### src/hdl/mcc_pkg.sv
// Shared types, constants and coin table of the fewest-coin change unit.
package mcc_pkg;

  localparam int AMOUNT_W       = 12;
  localparam int DEF_MAX_AMOUNT = 4095;
  localparam int NUM_COINS      = 10;
  localparam int COIN_IDX_W     = 4;
  localparam int COIN_W         = 10;
  localparam int ENTRY_W        = 6;
  localparam int MAX_RESULTS    = 16;
  localparam int CNT_W          = 4;
  localparam int IN_TDATA_W     = 16;
  localparam int OUT_TDATA_W    = 8;

  localparam logic [ENTRY_W-1:0]    ENTRY_MAX  = 6'd63;
  localparam logic [COIN_IDX_W-1:0] COIN_FIRST = 4'd0;
  localparam logic [COIN_IDX_W-1:0] COIN_LAST  = 4'd9;
  localparam logic [CNT_W-1:0]      CNT_LAST   = CNT_W'(MAX_RESULTS - 1);

  typedef enum logic [2:0] {
    ST_IDLE,
    ST_ZERO,
    ST_INIT,
    ST_FILL,
    ST_FWR,
    ST_WRD,
    ST_WCHK
  } state_e;

  // Coin value for each coin index, in trial order.
  function automatic logic [COIN_W-1:0] coin_value(input logic [COIN_IDX_W-1:0] idx);
    logic [COIN_W-1:0] v;
    case (idx)
      4'd0:    v = 10'd1000;
      4'd1:    v = 10'd600;
      4'd2:    v = 10'd480;
      4'd3:    v = 10'd240;
      4'd4:    v = 10'd80;
      4'd5:    v = 10'd60;
      4'd6:    v = 10'd20;
      4'd7:    v = 10'd8;
      4'd8:    v = 10'd5;
      4'd9:    v = 10'd1;
      default: v = 10'd0;
    endcase
    return v;
  endfunction

endpackage

### src/hdl/mcc_alu.sv
// Shared subtract/compare unit: amount minus the selected coin value.
module mcc_alu #(
  parameter int AW = 12
) (
  input  logic [AW-1:0]                  x_i,
  input  logic [mcc_pkg::COIN_IDX_W-1:0] coin_i,
  output logic [AW-1:0]                  diff_o,
  output logic                           fits_o
);

  localparam int EW = ((AW > mcc_pkg::COIN_W) ? AW : mcc_pkg::COIN_W) + 1;

  logic [EW-1:0] x_ext;
  logic [EW-1:0] c_ext;
  logic [EW-1:0] d_ext;

  // one wide subtract, the borrow tells whether the coin fits
  always_comb begin
    x_ext  = EW'(x_i);
    c_ext  = EW'(mcc_pkg::coin_value(coin_i));
    d_ext  = x_ext - c_ext;
    fits_o = !d_ext[EW-1];
    diff_o = d_ext[AW-1:0];
  end

endmodule

### config.mk
export PLATFORM = sky130hd
export DESIGN_NAME = mcc_alu
export DESIGN_NICKNAME = d
export VERILOG_FILES = /design/src/hdl/mcc_pkg.sv /design/src/hdl/mcc_alu.sv
export SDC_FILE = /design/constraint.sdc
export NUM_CORES = 1
export LEC_CHECK = 0
export BUFFER_PORTS_ARGS = -buffer_cell sky130_fd_sc_hd__clkbuf_2
export CORE_AREA = 2 2 39 41
export DETAILED_ROUTE_END_ITERATION = 6
export DIE_AREA = 0 0 41 43
export GPL_TIMING_DRIVEN = 0
export PLACE_DENSITY = 0.81
export SETUP_SLACK_MARGIN = 0.3
export SLEW_MARGIN = 0
export SYNTH_ARGS = -nofsm -noshare
export SYNTH_HDL_FRONTEND = slang
export SYNTH_SLANG_ARGS = --single-unit
### constraint.sdc
create_clock -name vclk -period 4.1
set_clock_uncertainty 0.05 [all_clocks]
set_input_delay 0.82 -clock vclk [all_inputs]
set_output_delay 0.82 -clock vclk [all_outputs]
set_load 0.01 [all_outputs]
==> results.yml <==
setup_path:
  cp_data_arrival_time_ns: 2.80
  crit_start: "coin_i[1]"
  critPathBufInv: 3
  crit_required_ns: 3.23
  cp_top_family: "compound AO/OA/AOI/OAI gates"
  path_cells: "buf_4, inv_4, ha_4, nand2_1, nor2_1, a31oi_1, ha_2, nor2b_4, o2111ai_4, a21oi_2, nor3_2, xor2_1, buf_2"
  start_kind: "input port"
  cp_slowest_stage_delay_ns: 0.32
  cp.depth: 13
  worstSetupPathType: "input port to output pin"
  slowest_stage: "ha_2"
  cp-endpoint: "diff_o[10]"
  cp_max_fo: 4
  endpoint_kind: "output pin"
sta:
  hold_viol: 0
  min_period_ns: 3.67
  slew_headroom_pct: 79.6
  worst_hold_slack_ns: 1.88
  finalWorstSetupSlack_ns: 0.428
  max_freq_ghz: 0.272
  finalCritPeriodShare_pct: 89.6
  rsz0062_at_grt: "no"
  worstMarginPinSlew_ns: 0.304
  setup_violations: 0
  maxSlewViolCount: 0
  fin_setup_tns_ns: 0
logic_synthesis:
  synthCells: 91
  yosys.cell_count.top_type: "ha_1"
  synth.distinct_cells: 30
  yosysWarnings: 0
  netlist_area_um2: 631
  synth_fp_nets: 122
  synth_top_cell_by_area: "ha_1"
  synth.top_cells.by_area: "ha_1 (30%), xnor2_1 (8.3%), nand2_1 (6.0%)"
  synth_common_cells: "ha_1 (15), nand2_1 (10), nor2_1 (9)"
  seq_area_frac_synth_pct: 0
  synth_top_area_share_pct: 29.8
  synth.avg_cell_area_um2: 6.93
finish:
  drive_gt1_share_pct: 37.2
  fillers: 122
  diodes: 0
  nFlopsAndLatches: 0
  nClkBuffers: 0
  layout.nets: 154
  seq_area_um2: 0
  syn_to_final_growth_pct: 41.3
  finalNonFillerCells: 137
global_route:
  grt_pass1_wl_mm: 2.24
  grt_busiest_layer: "met2"
  antenna_found_initial: 0
  grt_usage_pct: 17.0
  grt_overflow_total: 0
  use_met3_pct: 0
  grt_pass1_vias: 590
  grt_max_degree: 11
  use_met2_pct: 31.9
  use_met1_pct: 20.9
die:
  die_area_um2: 1760
  io-pin-count: 29
  core_area_um2: 1380
  die_width_um: 41
  die_h_um: 43
  rows: 14
  initial_core_util_pct: 45.6
status:
  status: "complete, no violations"
power:
  fin_total_pwr_uw: 152
  irDropWorstVdd_mv: 0.0632
  power_density_nw_per_um2: 171
  p_leak_nw: 0.431
placed_design:
  dp_hpwl_mm: 1.19
  globalplace.congestion: 0.751
  io_buffers: 28
  dp_cells: 135
  place_ws_ns: 0.245
drt:
  num_vias: 723
  dr.first_iter.drc_count: 4
  dr.pass1.iters: 4
  ant_nets: 0
  wirelength_mm: 1.57
  via_per_inst: 5.28
  drc: 0
  routedWlPerCell_um: 11.5
flow_run:
  cap_violations: 0
hold_path:
  hold_class: "input port to output pin"
[worst min path at each step]
stage	start	end	slack [ns]	depth (start not counted)
2_1_floorplan	x_i[10]	diff_o[10]	1.67	1
3_3_place_gp	x_i[11]	diff_o[11]	1.87	3
3_5_place_dp	x_i[11]	diff_o[11]	1.88	3
4_1_cts	x_i[11]	diff_o[11]	1.88	3
5_1_grt	x_i[11]	diff_o[11]	1.89	3
6_report	x_i[11]	diff_o[11]	1.88	3
[routing by layer]
metal  up-vias  part of all wire, %
met5         -                    0
met4         0                  1.2
met3         2                  3.2
met2        14                   54
met1       318                   42
li1        389                    -
[what timing repair did]
item                       4_1_cts  5_1_grt
pin swaps                        0        8
gates resized for setup          2       21
hold buffers                     0        0
setup endpoints to repair        3        5
setup buffers                    0        2
[area by class of cell]
class	instances	area, um2	share of cell area [%]
multi-input cells	82	669	75.1
repair buffers	30	164	18.4
inverters	7	28.8	3.23
well taps	16	20.0	2.25
plain buffers	2	8.76	0.983
[cells by family after synthesis]
group           synth area share, %
compound gates                 24.8
fa+ha+maj                      29.8
simple gates                   26.2
xor+xnor                       13.9
buf+inv                        5.36
[cells in the final DEF (no fill, tap or decap), types with 2 or more instances in the layout]
cell type,synthesis,routed
xor2_1,4,4
xnor2_1,6,6
a21o_1,2,2
or3_1,4,4
inv_1,7,6
a21oi_1,6,5
nor3_1,3,3
o21ai_0,4,4
clkbuf_2,0,25
ha_1,15,11
buf_2,0,2
nor2_1,9,9
nand2_1,10,10
a31oi_1,2,2
buf_4,0,3
ha_4,0,3
a21oi_2,1,2
[report_power, final]
| group | leakage, nW | switching (mW) | internal, mW |
|---|---|---|---|
| sequential | 0 | 0 | 0 |
| clock | 0 | 0 | 0 |
| combinational | 0.431 | 0.0814 | 0.0709 |
[stage by stage]
step	utilization [%]	instance area (um2)
after global placement	57.1	791
after global routing	64.4	891
after floorplan	-	631
after detailed placement	57.1	791
final	64.4	891
after CTS	57.7	798
Note: power is estimated with default switching activity, not from simulation.
