## config.mk

```make
export PLATFORM = sky130hd
export DESIGN_NAME = mcc_ram
export DESIGN_NICKNAME = d
export VERILOG_FILES = /design/src/hdl/mcc_ram.sv
export SDC_FILE = /design/constraint.sdc
export NUM_CORES = 1
export LEC_CHECK = 0
export ABC_AREA = 1
export ABC_CLOCK_PERIOD_IN_PS = 1650
export CORE_ASPECT_RATIO = 0.7
export CORE_MARGIN = 1.5
export CORE_UTILIZATION = 30
export DETAILED_ROUTE_END_ITERATION = 10
export DONT_BUFFER_PORTS = 1
export PLACE_DENSITY_LB_ADDON = 0.2
export SETUP_SLACK_MARGIN = 0.3
export SYNTH_ARGS = -nofsm -noshare
export SYNTH_HDL_FRONTEND = slang
export SYNTH_SLANG_ARGS = --single-unit
```

## constraint.sdc

```tcl
create_clock -name clk_i -period 1.65 [get_ports clk_i]
set_clock_uncertainty 0.15 [all_clocks]
set_input_delay 0.2475 -clock clk_i [delete_from_list [all_inputs] [get_ports clk_i]]
set_output_delay 0.2475 -clock clk_i [all_outputs]
set_load 0.02 [all_outputs]
```

## src/hdl/mcc_ram.sv

```systemverilog
// Generic single-write, single-read RAM with registered read data.
module mcc_ram #(
  parameter int WIDTH = 8,
  parameter int DEPTH = 16
) (
  input  logic                     clk_i,
  input  logic                     we_i,
  input  logic [$clog2(DEPTH)-1:0] waddr_i,
  input  logic [WIDTH-1:0]         wdata_i,
  input  logic                     re_i,
  input  logic [$clog2(DEPTH)-1:0] raddr_i,
  output logic [WIDTH-1:0]         rdata_o
);

  logic [WIDTH-1:0] mem_q [DEPTH];
  logic [WIDTH-1:0] rdata_q;

  // write port
  always_ff @(posedge clk_i) begin
    if (we_i) begin
      mem_q[waddr_i] <= wdata_i;
    end
  end

  // read port, data holds while not enabled
  always_ff @(posedge clk_i) begin
    if (re_i) begin
      rdata_q <= mem_q[raddr_i];
    end
  end

  assign rdata_o = rdata_q;

endmodule

```

==> flow_summary.toml, run 1 <==
[die]
die-width_microns = 170
design.die.area_sq_um = 20300
core_area_sq_um = 19000
start_util_pct = 30.7
pin_count = 27
die_height_microns = 120
rows = 42

[drt]
route.antenna.remaining_nets = 0
dr_total_vias = 3846
met2RoutedLength_mm = 5.88
routed.top_layer = "met4"
routedLengthMet1_mm = 7.56
drt-wirelength-per-cell_microns = 16.5
route.detailed.vias_per_inst = 4.49
met3_wirelength_microns = 643
first_pass_drt_iterations = 5
initialDrtViolationCount = 304
routed_wirelength_mm = 14.2
post-route-drc-count = 0

[final_layout]
final_layout_size_suffix_gt1_share_pct = 9.97
most-common-layout-cells = "nand2_1, edfxtp_1, inv_1"
finish.net_count = 598
most_common_cell_after_layout_fill_and_taps_aside = "nand2_1"
antenna_cells = 0
layout.cells.non_filler = 856
synthToLayoutAreaGrowth_pct = 18.3
final.fill_count = 1957

[cts]
post_cts_hold_buffer_count = 11
clock_latency_at_the_later_pin_of_the_worst_skew_pair_ns = 0.42
clock_sinks = 136
clk_transition_reported_paths_ns = 0.06
clock-root-buffer = "clkbuf_16"
tritoncts = "yes"
cts_max_path_buffers = 2
cts_setup_buffers = 0
tritoncts.num_buffers = 17
cts_max_level = 4

[synthesis]
synth_area_sq_um = 5850
synth.yosys.warnings = 0
synth-seq-area-share_pct = 69.8
avgSynthCellArea_sq_um = 10.6
syn_inst = 551
synth_fp_nets = 570
ys_ff_latch = 136
netlist-cell-type-count = 11

[sta]
finalSetupViolCount = 0
maxSlewViolCount = 0
hold_viol_final = 1
relSlewSlack_pct = 48.0
max_freq_mhz = 747
finalHoldWorstSlack_ns = -0.00520
final_min_period_ns = 1.34
grt_setup_unrepaired = "yes"
finalCritPeriodShare_pct = 81.2
setup_total_negative_slack_ns = 0
tightest_slew_ns = 0.780

[run_status]
run_status = "complete, but fails checks"
violated_checks = "hold timing"

[worst_setup_path]
arrival_ns = 0.94
critical_path.reg2reg.startpoint = "mem_q[3][4]"
crit_start = "rdata_o[7]"
timing_worst_setup_path_type = "reg2out"
reg2reg_setup_slack_ns = 0.32
reg2reg_to = "rdata_o[4]"
worstSetupStartpointType = "register"
worstSetupEndpointType = "output pin"
timing.critical_path.fanout_max = 1
cp_data_required_time_ns = 1.25
worst_r2r_path_depth = 6

[min_path]
min_path_type = "in2reg"
min_to = "rdata_o[1]"
hold_path_startpoint = "raddr_i[3]"
worstHoldPathCells = 2

[placed_design]
place_hpwl_mm = 9.16
number_of_buffer_cells_added_on_primary_ports = 0
gp_congestion = 0.831
placed_cells = 813

[run]
drv_cap = 0

[pwr]
cellLeakagePower_nw = 2.89
total_power_mw = 7.93
pwr_density_cell_nw_per_um2 = 1150
peakVddDrop_uv = 648

[global_route]
grt_resource_usage_total_pct = 15.1
grt_pass1_wl_mm = 21.8
first_global_vias = 3703
grt_antenna_before_repair = 0
grt-ovfl-total = 0
grt_max_degree = 66
## cell families after synthesis
logic type / after synthesis / synth area share, %
buffers and inverters: 126 / 9.39
and+or+nand+nor: 289 / 20.8
DFF: 136 / 69.8
## cells in the mapped netlist
library cell / instances / area share [%]
nand2_1: 173 / 11
edfxtp_1: 136 / 70
inv_1: 100 / 6.4
nand3_1: 97 / 8.3
nor2_1: 17 / 1.1
buf_2: 13 / 1.1
buf_6: 6 / 1.2
buf_4: 4 / 0.51
inv_2: 2 / 0.13
nand3b_1: 2 / 0.26
buf_1: 1 / 0.064
## power by group
group | internal, mW | switching, mW | total, mW
sequential | 3.89 | 0.0450 | 3.94
combinational | 0.142 | 0.281 | 0.423
clock | 2.08 | 1.48 | 3.56
total | 6.12 | 1.80 | 7.92
## through the flow
stage               cell area [sq um]  worst slack, ns  utilization (%)  hold WS [ns]
finish                           6910            0.311             36.3      -0.00520
global route                     6910            0.259             36.3       -0.0268
CTS                              6890            0.305             36.2      0.000609
detailed placement               6230            0.165             32.7         0.198
global placement                 6230            0.175             32.7         0.198
floorplan                        5850            0.302                -         0.196
## routing by layer
layer  global-route usage, %  vias to the layer above
met5                       0                        -
li1                        -                     1843
met3                    3.50                        5
met1                    23.0                     1914
met2                    20.9                       84
met4                    4.65                        0
## worst max-delay path by stage
stage                     slack [ns]            to  depth (start not counted)
final                           0.31    rdata_o[7]                          0
after detailed placement        0.17    rdata_o[6]                          7
after global routing            0.26    rdata_o[1]                          6
after global placement          0.18    rdata_o[5]                          7
after floorplan                 0.30  mem_q[10][0]                          2
after CTS                       0.31   mem_q[5][7]                          1
## layout make-up
cell class | count | area [sq um] | area share [%]
Tap cell | 264 | 330 | 4.78
Multi-Input combinational cell | 289 | 1230 | 17.8
Inverter | 102 | 383 | 5.54
Clock buffer | 19 | 433 | 6.26
Clock inverter | 13 | 123 | 1.77
Timing Repair Buffer | 33 | 330 | 4.78
Sequential cell | 136 | 4080 | 59.1
## registers in the layout (all words and copies together) (netlist names)
| name | cells |
|---|---|
| mem_q | 128 |
| rdata_o | 8 |
## timing repair
action	4_1_cts	5_1_grt
gates resized for setup	0	7
endpoints found under the hold margin	142	2
setup endpoints to repair	0	38
Power figures use the tool's default switching activity.
==> run 2: changes to the inputs <==
- ABC_CLOCK_PERIOD_IN_PS: 1650 -> 1200
- clock period: 1.65 -> 1.2 ns (I/O delays scaled with it)
==> flow_summary.toml, run 2 (synthesis gave the netlist of run 1 again) <==
[final_layout]
sequential_cell_area_sq_um = 4080
antenna_cells = 0
final.fill_count = 1841
synthToLayoutAreaGrowth_pct = 27.9
final_layout_size_suffix_gt1_share_pct = 24.6
top_register = "mem_q"
most_common_cell_after_layout_fill_and_taps_aside = "nand2_1"
final_util_pct = 39.3
multiInputGateArea_sq_um = 1630
layout.cells.non_filler = 850
finish.net_count = 593
most-common-layout-cells = "nand2_1, edfxtp_1, inv_1"
final_std_cell_area_no_fill_sq_um = 7480
largest_register_ff_count = 128

[global_route]
grt_max_degree = 66
first_global_vias = 3795
grt_pass1_wl_mm = 21.8
grt_antenna_before_repair = 0
grt_resource_usage_total_pct = 14.9
grt-ovfl-total = 0

[drt]
drt-wirelength-per-cell_microns = 16.7
post-route-drc-count = 0
route.antenna.remaining_nets = 0
dr_total_vias = 3772
route.detailed.vias_per_inst = 4.44
routed_wirelength_mm = 14.2
first_pass_drt_iterations = 4
initialDrtViolationCount = 266

[placed_design]
placed_cells = 810
dpl-instance-area_sq_um = 6500
gp_congestion = 0.768
place_hpwl_mm = 9.14
number_of_buffer_cells_added_on_primary_ports = 0

[die]
design.die.area_sq_um = 20300
pin_count = 27
rows = 42
die-width_microns = 170
core_area_sq_um = 19000
die_height_microns = 120
start_util_pct = 30.7

[cts]
clock-root-buffer = "clkbuf_16"
tritoncts = "yes"
clk_transition_reported_paths_ns = 0.06
clock_latency_at_the_later_pin_of_the_worst_skew_pair_ns = 0.42
cts_max_path_buffers = 2
tritoncts.num_buffers = 17
clock_sinks = 136
cts_max_level = 4

[sta]
max_freq_mhz = 785
finalHoldWorstSlack_ns = -0.162
relSlewSlack_pct = 49.9
hold_viol_final = 34
finalSetupViolCount = 10
finalWorstSetupSlack_ns = -0.0732
maxSlewViolCount = 0
finalCritPeriodShare_pct = 106
grt_setup_unrepaired = "yes"
final_min_period_ns = 1.27
tightest_slew_ns = 0.750

[worst_setup_path]
worstSetupEndpointType = "output pin"
worstSetupStartpointType = "register"
timing.critical_path.fanout_max = 1
arrival_ns = 0.94
timing_worst_setup_path_type = "reg2out"
cp_data_required_time_ns = 0.87

[pwr]
cellLeakagePower_nw = 3.09
peakVddDrop_uv = 964
pwr_density_cell_nw_per_um2 = 1540
total_power_mw = 11.5

[run_status]
run_status = "complete, but fails checks"
violated_checks = "hold timing, setup timing"

[min_path]
min_path_type = "in2reg"

[run]
drv_cap = 0
[run 2: changes by cell type in the layout (fill, tap and decap cells not counted), moves of 13 or more]
cell     delta
nand2_1    -22
buf_4      -13
nand2_2    +18
nand3_2    +45
nor2_1     -17
nand3_1    -46
[run 2: timing repair]
action	in CTS	in global routing
pin swaps	22	33
hold buffers	8	1
gates resized for setup	25	40
setup endpoints to repair	16	144
buffers inserted	0	0
hold endpoints to repair	178	48
[run 2: path summary, 6_finish.rpt]
check	start	end	slack, ns	cells after the start
min	raddr_i[3]	rdata_o[6]	-0.16	2
max reg2reg	mem_q[3][1]	rdata_o[1]	-0.03	6
max	rdata_o[0]	rdata_o[0]	-0.07	0
min reg2reg	mem_q[0][0]	rdata_o[0]	0.61	6
[run 2: power by group]
part           switching [mW]  internal, mW  leakage [nW]
clock network            1.98          3.47         0.293
registers              0.0671          5.36          1.24
logic                   0.413         0.246          1.57
[run 2: per-stage QoR]
stage	setup TNS [ns]	setup WS [ns]	hold slack [ns]
floorplan	-0.233	-0.00364	0.129
global placement	-2.54	-0.100	0.130
detailed placement	-3.50	-0.125	0.130
CTS	-1.28	-0.0822	-0.287
global route	-0.992	-0.0956	-0.178
finish	-0.343	-0.0732	-0.162
[run 2: per-layer routing]
| layer | share of wire (%) | track usage (%) |
|---|---|---|
| met2 | 43 | 21.2 |
| met5 | 0 | 0 |
| met3 | 4.2 | 4.12 |
| met4 | 1.8 | 5.25 |
| met1 | 50 | 21.5 |
[run 2: area by class of cell]
type | count | area share, %
clock buffer | 19 | 5.79
clock inverter | 12 | 2.36
inverter | 102 | 5.29
multi-input combinational | 289 | 21.8
sequential | 136 | 54.6
tap | 264 | 4.42
timing repair buffer | 28 | 5.72
==> run 3: changes to the inputs <==
- CORE_MARGIN: 1.5 -> not set
==> flow_summary.toml, run 3 (synthesis gave the netlist of run 1 again) <==
[run_status]
run_status = "complete, but fails checks"
violated_checks = "hold timing, setup timing"

[global_route]
grt_max_degree = 66
grt_pass1_wl_mm = 23.0
grt_resource_usage_total_pct = 15.9
grt-ovfl-total = 0
grt_antenna_before_repair = 0
first_global_vias = 3870

[final_layout]
top_register = "mem_q"
antenna_cells = 0
final_layout_size_suffix_gt1_share_pct = 23.0
largest_register_ff_count = 128
most-common-layout-cells = "nand2_1, edfxtp_1, inv_1"
layout.cells.non_filler = 850
final_util_pct = 39.4
synthToLayoutAreaGrowth_pct = 27.9
finish.net_count = 592
final_std_cell_area_no_fill_sq_um = 7480
most_common_cell_after_layout_fill_and_taps_aside = "nand2_1"

[sta]
relSlewSlack_pct = 48.8
hold_viol_final = 21
tightest_slew_ns = 0.767
finalCritPeriodShare_pct = 107
finalWorstSetupSlack_ns = -0.0843
maxSlewViolCount = 0
finalSetupViolCount = 10
max_freq_mhz = 779
grt_setup_unrepaired = "yes"
final_min_period_ns = 1.28
finalHoldWorstSlack_ns = -0.273

[cts]
clock-root-buffer = "clkbuf_16"
clock_latency_at_the_later_pin_of_the_worst_skew_pair_ns = 0.41
tritoncts.num_buffers = 17
cts_max_path_buffers = 2
tritoncts = "yes"
post_cts_hold_buffer_count = 8
cts_max_level = 4
clk_transition_reported_paths_ns = 0.06
clock_sinks = 136

[drt]
initialDrtViolationCount = 255
routed_wirelength_mm = 15.0
drt-wirelength-per-cell_microns = 17.7
route.antenna.remaining_nets = 0
post-route-drc-count = 0
first_pass_drt_iterations = 4
dr_total_vias = 3819
route.detailed.vias_per_inst = 4.49

[min_path]
min_path_type = "in2reg"

[worst_setup_path]
timing.critical_path.fanout_max = 1
timing_worst_setup_path_type = "reg2out"
worstSetupStartpointType = "register"
cp_data_required_time_ns = 0.87
worstSetupEndpointType = "output pin"
arrival_ns = 0.95

[placed_design]
place_hpwl_mm = 9.28
dpl-instance-area_sq_um = 6550
number_of_buffer_cells_added_on_primary_ports = 0
placement.setup.worst_slack_ns = -0.119
gp_congestion = 0.743
placed_cells = 810

[die]
die-width_microns = 169
pin_count = 27
start_util_pct = 30.8
core_area_sq_um = 19000
design.die.area_sq_um = 20100
rows = 42
die_height_microns = 119

[run]
drv_cap = 0

[pwr]
cellLeakagePower_nw = 3.08
peakVddDrop_uv = 1030
pwr_density_cell_nw_per_um2 = 1540
==> run 3: changes by cell type in the layout (fill, tap and decap cells not counted), moves of 4 or more <==
cell | previous run | this run
buf_12 | 14 | 18
nand3_1 | 49 | 59
buf_4 | 5 | 1
nand3_2 | 47 | 37
==> run 3: layout make-up <==
class	instances	area [sq um]
fill	1851	11500
tap	264	330
multi-input combinational	289	1590
clock inverter	13	179
sequential	136	4080
inverter	102	395
timing repair buffer	27	468
clock buffer	19	433
==> run 3: report_power, final <==
group	switching [mW]	internal, mW	leakage, nW	total [mW]
Sequential	0.0704	5.36	1.24	5.43
Clock	1.99	3.46	0.292	5.45
Combinational	0.412	0.248	1.56	0.660
Total	2.47	9.07	3.08	11.5
==> run 3: stage by stage <==
| stage | setup TNS, ns | power, mW |
|---|---|---|
| final | -0.437 | 11.5 |
| after global routing | -1.03 | 11.9 |
| after CTS | -3.97 | 11.6 |
| after detailed placement | -3.88 | 6.04 |
| after global placement | -3.61 | 6.03 |
| after floorplan | -0.233 | 5.96 |
==> run 3: repair_timing <==
action / CTS / global route
buffers inserted: 0 / 0
pin swaps: 34 / 40
endpoints found under the setup margin: 16 / 148
endpoints found under the hold margin: 162 / 24
resized for setup: 17 / 43
==> run 3: final timing paths <==
check / startpoint / endpoint / slack, ns / cells past startpoint
setup / recovery: rdata_o[5] / rdata_o[5] / -0.08 / 0
hold / removal: re_i / rdata_o[1] / -0.27 / 0
setup reg to reg: mem_q[7][4] / rdata_o[4] / -0.04 / 6
hold reg to reg: mem_q[6][7] / rdata_o[7] / 0.59 / 6
==> run 3: routing by layer <==
layer	part of all wire, %	track usage, %	routed length, microns
met5	0	0	0
met4	1.2	3.98	178
met3	6.2	4.22	937
met2	42	21.6	6230
met1	51	24.5	7660
